File: src/rtl/ctp_pkg.sv
`timescale 1ns / 1ps

package ctp_pkg;

	localparam int CAPACITY = 16;
	localparam int OCC_W    = $clog2(CAPACITY + 1);
	localparam int FRAME_W  = 16;
	localparam int COUNT_W  = 5;

	localparam logic [OCC_W-1:0] FULL_OCC = OCC_W'(CAPACITY);

	localparam logic [1:0] OP_CLEAR = 2'd0;
	localparam logic [1:0] OP_ADD   = 2'd1;
	localparam logic [1:0] OP_TICK  = 2'd2;

	typedef struct packed {
		logic [1:0]         operation;
		logic [FRAME_W-1:0] duration;
		logic               blocks_action;
	} item_t;

	typedef struct packed {
		logic [COUNT_W-1:0] expired_count;
		logic [COUNT_W-1:0] active_count;
		logic               blocking_active;
		logic               add_dropped;
	} result_t;

	// commands broadcast to every cell
	typedef struct packed {
		logic               clear;
		logic               tick;
		logic               add;
		logic               shift;
		logic [FRAME_W-1:0] add_frames;
		logic               add_blk;
	} cell_ctrl_t;

	// contents handed from one cell to its neighbour
	typedef struct packed {
		logic               valid;
		logic [FRAME_W-1:0] frames;
		logic               blk;
	} cell_data_t;

endpackage

File: src/rtl/ctp_cell.sv
`timescale 1ns / 1ps

module ctp_cell import ctp_pkg::*; (
	input  logic       clk,
	input  logic       arst_n,
	input  cell_ctrl_t ctrl,
	input  logic       prev_valid,
	input  logic       hole_in,
	input  cell_data_t next_data,
	output cell_data_t data,
	output logic       hole_out,
	output logic       dying,
	output logic       blk_now,
	output logic       blk_keep
);

	logic               valid_q;
	logic               blk_q;
	logic [FRAME_W-1:0] frames_q;
	logic               last_frame;
	logic               add_here;

	assign last_frame = (frames_q == FRAME_W'(1));
	assign add_here   = ctrl.add && !valid_q && prev_valid;
	assign hole_out   = hole_in || !valid_q;
	assign dying      = ctrl.tick && valid_q && last_frame;
	assign blk_now    = valid_q && blk_q;
	assign blk_keep   = valid_q && blk_q && !last_frame;
	assign data       = '{valid: valid_q, frames: frames_q, blk: blk_q};

	always_ff @(posedge clk or negedge arst_n) begin
		if (!arst_n) begin
			valid_q <= 1'b0;
			blk_q   <= 1'b0;
		end else if (ctrl.clear) begin
			valid_q <= 1'b0;
		end else if (ctrl.tick) begin
			if (valid_q && last_frame) begin
				valid_q <= 1'b0;
			end
		end else if (add_here) begin
			valid_q <= 1'b1;
			blk_q   <= ctrl.add_blk;
		end else if (ctrl.shift && hole_out) begin
			valid_q <= next_data.valid;
			blk_q   <= next_data.blk;
		end
	end

	// frame count carries no reset
	always_ff @(posedge clk) begin
		if (ctrl.tick) begin
			if (valid_q) begin
				frames_q <= frames_q - FRAME_W'(1);
			end
		end else if (add_here && !ctrl.clear) begin
			frames_q <= ctrl.add_frames;
		end else if (ctrl.shift && hole_out && !ctrl.clear) begin
			frames_q <= next_data.frames;
		end
	end

endmodule

File: src/rtl/countdown_timer_pool.sv
`timescale 1ns / 1ps
// result: the result of an item is held in the output register in the cycle after its transfer
// throughput: one item per cycle while no result is held under stall, except that a tick which
// leaves gaps among the held timers is followed by compaction, during which items stall, until the
// survivors have closed up through the neighbour-to-neighbour shift of the cell chain
// reset: asynchronous, active low; the pool is empty and no result is pending after reset
module countdown_timer_pool import ctp_pkg::*; (
	input  logic    clk,
	input  logic    arst_n,
	input  logic    item_valid,
	output logic    item_stall,
	input  item_t   item,
	output logic    result_valid,
	input  logic    result_stall,
	output result_t result
);

	// chain signals, one per cell (the hole chain has one extra link), and the broadcast commands
	cell_data_t            cell_data [CAPACITY];
	logic [CAPACITY:0]     hole_chain;
	logic [CAPACITY-1:0]   dying;
	logic [CAPACITY-1:0]   blk_now;
	logic [CAPACITY-1:0]   blk_keep;
	logic [CAPACITY-1:0]   gap;
	cell_ctrl_t            ctrl;

	logic [OCC_W-1:0]      occ_q;
	logic [OCC_W-1:0]      expired;
	logic [OCC_W-1:0]      occ_next;
	logic                  busy;
	logic                  accept;
	logic                  pool_full;
	logic                  add_ok;
	logic                  add_refused;
	logic                  blocking_next;
	logic                  result_valid_q;
	result_t               result_q;

	// compaction is pending while an empty cell sits below a held one
	assign busy = |gap;

	// a result held under stall blocks the next transfer; one leaving this cycle does not
	assign item_stall = busy || (result_valid_q && result_stall);
	assign accept     = item_valid && !item_stall;

	assign pool_full   = (occ_q >= FULL_OCC);
	assign add_ok      = accept && (item.operation == OP_ADD) &&
	                     (item.duration != '0) && !pool_full;
	assign add_refused = accept && (item.operation == OP_ADD) &&
	                     (item.duration != '0) && pool_full;

	always_comb begin
		ctrl.clear      = accept && (item.operation == OP_CLEAR);
		ctrl.tick       = accept && (item.operation == OP_TICK);
		ctrl.add        = add_ok;
		ctrl.shift      = busy;
		ctrl.add_frames = item.duration;
		ctrl.add_blk    = item.blocks_action;
	end

	assign hole_chain[0] = 1'b0;

	for (genvar i = 0; i < CAPACITY; i++) begin : g_cell
		logic       prev_valid;
		cell_data_t next_data;

		if (i == 0) begin : g_first
			assign prev_valid = 1'b1;
		end else begin : g_inner
			assign prev_valid = cell_data[i-1].valid;
		end

		// the top cell pulls in an empty slot when the chain shifts
		if (i == CAPACITY - 1) begin : g_last
			assign next_data = '{valid: 1'b0, frames: '0, blk: 1'b0};
		end else begin : g_mid
			assign next_data = cell_data[i+1];
		end

		assign gap[i] = !cell_data[i].valid && next_data.valid;

		ctp_cell u_cell (
			.clk        (clk),
			.arst_n     (arst_n),
			.ctrl       (ctrl),
			.prev_valid (prev_valid),
			.hole_in    (hole_chain[i]),
			.next_data  (next_data),
			.data       (cell_data[i]),
			.hole_out   (hole_chain[i+1]),
			.dying      (dying[i]),
			.blk_now    (blk_now[i]),
			.blk_keep   (blk_keep[i])
		);
	end

	// timers reaching zero on this tick
	always_comb begin
		expired = '0;
		for (int i = 0; i < CAPACITY; i++) begin
			expired = expired + OCC_W'(dying[i]);
		end
	end

	// pool state after the item, reported in its result
	always_comb begin
		occ_next      = occ_q;
		blocking_next = |blk_now;
		case (item.operation)
			OP_CLEAR: begin
				occ_next      = '0;
				blocking_next = 1'b0;
			end
			OP_ADD: begin
				if (add_ok) begin
					occ_next      = occ_q + OCC_W'(1);
					blocking_next = (|blk_now) || item.blocks_action;
				end
			end
			OP_TICK: begin
				occ_next      = occ_q - expired;
				blocking_next = |blk_keep;
			end
			default: begin
				occ_next      = occ_q;
				blocking_next = |blk_now;
			end
		endcase
	end

	always_ff @(posedge clk or negedge arst_n) begin
		if (!arst_n) begin
			occ_q <= '0;
		end else if (accept) begin
			occ_q <= occ_next;
		end
	end

	// output register
	always_ff @(posedge clk or negedge arst_n) begin
		if (!arst_n) begin
			result_valid_q <= 1'b0;
		end else if (accept) begin
			result_valid_q <= 1'b1;
		end else if (!result_stall) begin
			result_valid_q <= 1'b0;
		end
	end

	always_ff @(posedge clk) begin
		if (accept) begin
			result_q.expired_count   <= (item.operation == OP_TICK) ?
			                            COUNT_W'(expired) : '0;
			result_q.active_count    <= COUNT_W'(occ_next);
			result_q.blocking_active <= blocking_next;
			result_q.add_dropped     <= add_refused;
		end
	end

	assign result_valid = result_valid_q;
	assign result       = result_q;

endmodule

File: config.mk
export PLATFORM = sky130hd
export DESIGN_NAME = countdown_timer_pool
export DESIGN_NICKNAME = d
export VERILOG_FILES = /design/src/rtl/ctp_pkg.sv /design/src/rtl/ctp_cell.sv /design/src/rtl/countdown_timer_pool.sv
export SDC_FILE = /design/constraint.sdc
export NUM_CORES = 1
export LEC_CHECK = 0
export BUFFER_PORTS_ARGS = -buffer_cell sky130_fd_sc_hd__buf_2
export CAP_MARGIN = 0
export CELL_PAD_IN_SITES_DETAIL_PLACEMENT = 1
export CELL_PAD_IN_SITES_GLOBAL_PLACEMENT = 2
export CORE_ASPECT_RATIO = 0.9
export CORE_MARGIN = 2
export CORE_UTILIZATION = 45
export CTS_CLUSTER_DIAMETER = 30
export DETAILED_ROUTE_END_ITERATION = 12
export PLACE_DENSITY_LB_ADDON = 0.1
export SLEW_MARGIN = 10
export SYNTH_ARGS = -nofsm -noshare
export SYNTH_HDL_FRONTEND = slang
export SYNTH_SLANG_ARGS = --single-unit
File: constraint.sdc
create_clock -name clk -period 15.8 [get_ports clk]
set_input_delay 2.37 -clock clk [delete_from_list [all_inputs] [get_ports clk]]
set_output_delay 2.37 -clock clk [all_outputs]
set_load 0.05 [all_outputs]
* After elaboration in Yosys (flattened, before gate mapping)
Cells that the tools add are included.
** Word-level totals
- Input port bits :: 23
- Word-level logic and storage cells :: 657
- Output and inout bits :: 14
- Register bits :: 306
** Operators by class
- Bitwise gates (word level) :: 2
- Reductions and logical operators :: 335
- Order comparisons :: 1
- Add/sub/neg operators :: 33
- Multiplexer cells :: 181
- Equality and inequality tests :: 51
** Operator list (number)
- 16-bit two-way mux :: 64
- 16-bit by 1-bit equality test with 1-bit output (second input constant) :: 16
- 16-bit by 1-bit subtractor with 16-bit output (second input constant) :: 16
- 1-bit logical AND :: 182
- 1-bit two-way mux :: 114
- 2-bit AND reduction :: 32
- 4-bit nonzero test :: 16
- 5-bit by 1-bit adder with 5-bit output :: 11
- 3-bit AND reduction :: 16
- 3-bit nonzero test :: 16
- 3-bit by 1-bit != test with 1-bit output (second input constant) :: 15
- 1-bit zero test :: 35
- 2-bit by 1-bit != test with 1-bit output (second input constant) :: 16
- 2-bit nonzero test :: 16
- 16-bit OR reduction :: 2
- 1-bit logical OR :: 17
- 16-bit nonzero test :: 1
- 5-bit one-hot mux with 3 select lines :: 1
- 15-bit OR reduction :: 1
- 4-bit by 1-bit adder with 5-bit output :: 1
- 5-bit by 1-bit adder with 5-bit output (second input constant) :: 1
- 5-bit >= comparator (second input constant) :: 1
- 5-bit two-way mux :: 1
- 5-bit subtractor :: 1
- other kinds (10) :: 11

* Longest topological paths before layout
- Depth in word-level cells :: 26
- Mapped depth :: 29
- Depth with buffers taken out :: 24

* By module
A second synthesis with hierarchy kept.
** Second synthesis, totals
- Cells, all modules :: 2452
- Area, all modules :: 23555.1 µm²
** By module, submodules not included
- ctp_cell :: instances 16, cells each 142, area an instance 1367.6 µm², seq. area each 530.5 µm²
- countdown_timer_pool :: instances 1, cells each 180, area an instance 1674.1 µm², seq. area each 510.5 µm²

* Least setup slack after synthesis
OpenSTA, ideal clock, no wires.
- Kind :: input to register
- Start :: input item_valid
- End :: register result_q, in the netlist result[6] (data pin)
- Stages on the path :: 24
- Slack :: 7.130 ns
- Buffers on the path :: 2
- Setup time :: 0.261 ns
- Data arrival time :: 8.410 ns
- Data required time :: 15.539 ns
- Path through :: a21boi_1 or4b_4 nor4_4 buf_6 nand2_1 clkbuf_1 or3_1 fa_1 inv_1 fa_1 inv_1 fa_1 inv_1 fa_1 ha_1 fa_1 inv_1 fa_1 a21o_1 a21oi_1 xor2_1 or2_2 o21ai_0 a221o_1
** On the way
- Word-level cells in the longest chain between the ends :: 21
- Elaborated cells on any way between the ends :: 55
- Classes of those cells :: add/sub (16); mux (2); reduce/logical (37)
** RTL lines
- start: declaration :: RTL line countdown_timer_pool.sv:10 : input logic item_valid,
- 1-bit logical AND (*) :: RTL line countdown_timer_pool.sv:44 : assign accept = item_valid && !item_stall;
- via accept :: RTL line countdown_timer_pool.sv:31 : logic accept;
- 1-bit logical AND (*) :: RTL line countdown_timer_pool.sv:54 : ctrl.tick = accept && (item.operation == OP_TICK);
- 1-bit logical AND (2 in series) :: RTL line ctp_cell.sv:26 : assign dying = ctrl.tick && valid_q && last_frame;
- 1-bit by 1-bit adder with 2-bit output :: RTL line countdown_timer_pool.sv:101 : expired = expired + OCC_W'(dying[i]);
- 2-bit by 1-bit adder with 3-bit output :: RTL line countdown_timer_pool.sv:101
- 3-bit by 1-bit adder with 4-bit output :: RTL line countdown_timer_pool.sv:101
- 4-bit by 1-bit adder with 5-bit output :: RTL line countdown_timer_pool.sv:101
- 5-bit by 1-bit adder with 5-bit output (10 in series) :: RTL line countdown_timer_pool.sv:101
- 5-bit by 1-bit adder with 5-bit output (*) :: RTL line countdown_timer_pool.sv:101
- via expired[1] :: RTL line countdown_timer_pool.sv:28 : logic [OCC_W-1:0] expired;
- 5-bit subtractor (*) :: RTL line countdown_timer_pool.sv:121 : occ_next = occ_q - expired;
- 5-bit one-hot mux with 3 select lines (*) :: RTL line countdown_timer_pool.sv:109 : case (item.operation)
- via occ_next[4] :: RTL line countdown_timer_pool.sv:29 : logic [OCC_W-1:0] occ_next;
- end: declaration :: RTL line countdown_timer_pool.sv:37 : result_t result_q;
The timed path passes the listed nets; every way through them passes the cells marked *.
A chain may end at the register's enable or synchronous reset.

* Worst setup path after layout
- Start :: input result_stall
- End :: register result_q, in the netlist result[6] (data pin)
** On the way
- Word-level cells in the longest chain between the ends :: 24
- Elaborated cells on any way between the ends :: 58
- Classes of those cells :: add/sub (16); mux (2); reduce/logical (40)
** RTL lines
- start: declaration :: RTL line countdown_timer_pool.sv:14 : input logic result_stall,
- 1-bit logical AND (*) :: RTL line countdown_timer_pool.sv:43 : assign item_stall = busy || (result_valid_q && result_stall);
- 1-bit logical OR (*) :: RTL line countdown_timer_pool.sv:43
- 1-bit zero test (*) :: RTL line countdown_timer_pool.sv:44
- 1-bit logical AND (*) :: RTL line countdown_timer_pool.sv:44
- 1-bit logical AND :: RTL line countdown_timer_pool.sv:54
- 1-bit logical AND (2 in series) :: RTL line ctp_cell.sv:26
- 1-bit by 1-bit adder with 2-bit output :: RTL line countdown_timer_pool.sv:101
- 2-bit by 1-bit adder with 3-bit output :: RTL line countdown_timer_pool.sv:101
- 3-bit by 1-bit adder with 4-bit output :: RTL line countdown_timer_pool.sv:101
- 4-bit by 1-bit adder with 5-bit output :: RTL line countdown_timer_pool.sv:101
- 5-bit by 1-bit adder with 5-bit output (11 in series) :: RTL line countdown_timer_pool.sv:101
- 5-bit subtractor :: RTL line countdown_timer_pool.sv:121
- 5-bit one-hot mux with 3 select lines (*) :: RTL line countdown_timer_pool.sv:109
- via occ_next[4] :: RTL line countdown_timer_pool.sv:29
Marks and branches as above.

==> run metrics <==
CTS Hold Buffers Added 0; area taken by multi-input logic gates 0.0115 mm^2; # diodes 0; Psw 0.983 mW; crit path max fanout 268; TritonCTS clock tree yes; sequential fraction of design power 0.341; largest net degree at the start of global routing 269; Final Util 0.531; top cell type's share of synthesized area 0.377; Post-Syn Nets 2288; Netlist Area Pre-Place 0.0214 mm^2; clock sink count 306; share of layout cells above drive strength 1 0.100; Mapped Avg Cell Area 9.66 um^2; Clock Pin Slew Worst Setup and Hold Paths 0.04 ns; vias in the first global route 18100; dpl hpwl 46200 um; Worst setup SP type primary input; sequential cell area fraction in the yosys report 0.421; Fmax 0.107 GHz; die height 211 um; worst hold path class reg2reg; drt initial violations 1540; flip-flop and latch area 0.00900 mm^2; crit share post-route 0.593; NumNets Final 2301; Antenna Nets Post-Route 0; vias per cell 6.02; Synth area leaders edfxtp_1 (38%), mux2i_1 (13%), nand2_1 (5.9%); max-slew headroom at the worst pin 0.190; core area 0.0467 mm^2; clock buffer depth 3; global-route usage over all layers 0.295; Unique masters post-synth 72; clk_skew 0.0248 ns; VDD IR max 0.0906 mV; EDFF count, synth 268; Slew Viols, Final 0; final setup TNS 0 ns; Clk Latency, worst-skew pair 0.62 ns; worst endpoint required time 16.15 ns; critical path endpoint category flop; asr flop ratio synth 0.124; Sw Share 0.289; most common cell in the netlist nand2_1; DRC 0; first-pass GRT wire length 111000 um; Post-Place Cell Area 0.0219 mm^2; number of setup buffers added after CTS 0; Syn Inst Count 2211; final setup violation count 0; H-tree level count 3; post-route cell area 0.0248 mm^2; synthesized flop and latch total 306; final worst setup slack 6.43 ns; top cells by count, synth nand2_1 (334), mux2i_1 (277), edfxtp_1 (268); Worst EP arrival 9.72 ns; Setup CP Type in2reg; post-route minimum period 9.37 ns; Starting Density 0.457; worst slack, placed 5.87 ns; port bufs 36; Int Pwr 2.42 mW; wire per inst 24.7 um; Die X 234 um; vias 17600; Main synth FF type edfxtp_1; GRT Residual Overflow 0; Leakage 8.65 nW; initial antenna violation count 1; Root Driver clkbuf_16; Area growth, synth to finish 16.2%; num ports 37; RSZ-0062 raised after global routing no; row cnt 75; outcome finished, final reports clean; total die area 0.0492 mm^2; Hold Fails Final Rpt 0; CTS buffer count 91; area leader, netlist edfxtp_1; Power Density 137 mW/mm^2; Comb power frac 0.139; first-pass iteration count of the detailed router 6; WL final 72000 um; Max Cap Viol 0; Ys Warns 0; fillers 5178; post-CTS sizing 0; Clock power frac 0.520; total power 3.40 mW; Worst-Margin Slew 1.21 ns; GP Congestion 0.907
[registers in the layout (all words and copies together) (netlist names)]
register	count
g_cell.u_cell.blk_q	16
g_cell.u_cell.frames_q	256
g_cell.u_cell.valid_q	16
occ_q	5
result	12
result_valid	1
[layout make-up]
cell class                      count  share of cell area
Clock buffer                      118              0.0992
Clock inverter                     50              0.0194
Inverter                           57             0.00862
Multi-Input combinational cell   1701               0.462
Sequential cell                   306               0.363
Tap cell                          616              0.0311
Timing Repair Buffer               67              0.0171
[layer usage]
layer	vias up	GRT usage	wire (um)
met5	-	0	0
li1	8046	-	-
met1	8866	0.414	32500
met4	0	0.0928	1790
met3	116	0.0462	4360
met2	530	0.469	33400
[through the flow]
| step | std cells | hold slack (ns) |
|---|---|---|
| floorplan | 2211 | 0.494 |
| global placement | 2747 | 0.512 |
| detailed placement | 2747 | 0.524 |
| CTS | 2915 | 0.533 |
| global route | 2915 | 0.571 |
| finish | 2915 | 0.536 |
[critical path: stages]
cell and delay (ns):
buf_2 0.10, a21boi_1 0.29, or4b_4 0.52, nor4_4 0.15
buf_4 0.35, and2_4 0.47, buf_12 0.83, and3_1 0.33
fa_1 0.43, inv_1 0.10, fa_1 0.41, fa_1 0.49
inv_1 0.05, fa_1 0.44, ha_1 0.23, fa_1 0.46
xnor2_1 0.25, ha_1 0.31, a21o_1 0.19, a21oi_1 0.19
xor2_1 0.19, or2_2 0.14, o21ai_0 0.07, a221o_1 0.32
[layout by cell type (no fill, tap or decap), types with 57 or more instances in the layout]
cell and count:
clkbuf_16 94, edfxtp_1 268, inv_1 57, mux2i_1 277, nand2_1 333, nor2_1 123
nor3_1 61, nor4_1 59, o21ai_0 135, o21ai_1 110, xnor2_1 71, xor2_1 126
[power by group through the flow]
stage               Combinational [mW]  Sequential, mW  Clock, mW
floorplan                        0.316            1.14          0
global placement                 0.453            1.17          0
detailed placement               0.467            1.17          0
CTS                              0.472            1.16       1.78
global route                     0.520            1.18       1.83
finish                           0.472            1.16       1.77
[cells by family after synthesis]
kind of cell / count (synthesis) / share of synthesized area
buffers and inverters: 204 / 0.0452
AO/OA/AOI/OAI: 385 / 0.103
flip-flops: 306 / 0.421
adder cells (fa/ha/maj): 54 / 0.0355
XOR/XNOR: 197 / 0.0808
multiplexers: 287 / 0.135
AND/OR/NAND/NOR: 778 / 0.179
[worst paths after layout]
path	start	endpoint	slack [ns]	cells after the start
max	result_stall	result[6]	6.43	24
min	result_valid	result_valid	0.54	2
max reg2reg	g_cell[3].u_cell.valid_q	result[6]	7.79	23
min reg2reg	result_valid	result_valid	0.54	2
max in group asynchronous	arst_n	g_cell[10].u_cell.valid_q	13.18	1
min in group asynchronous	arst_n	occ_q[0]	1.96	1
No activity file was read; power rests on OpenSTA's default activity.
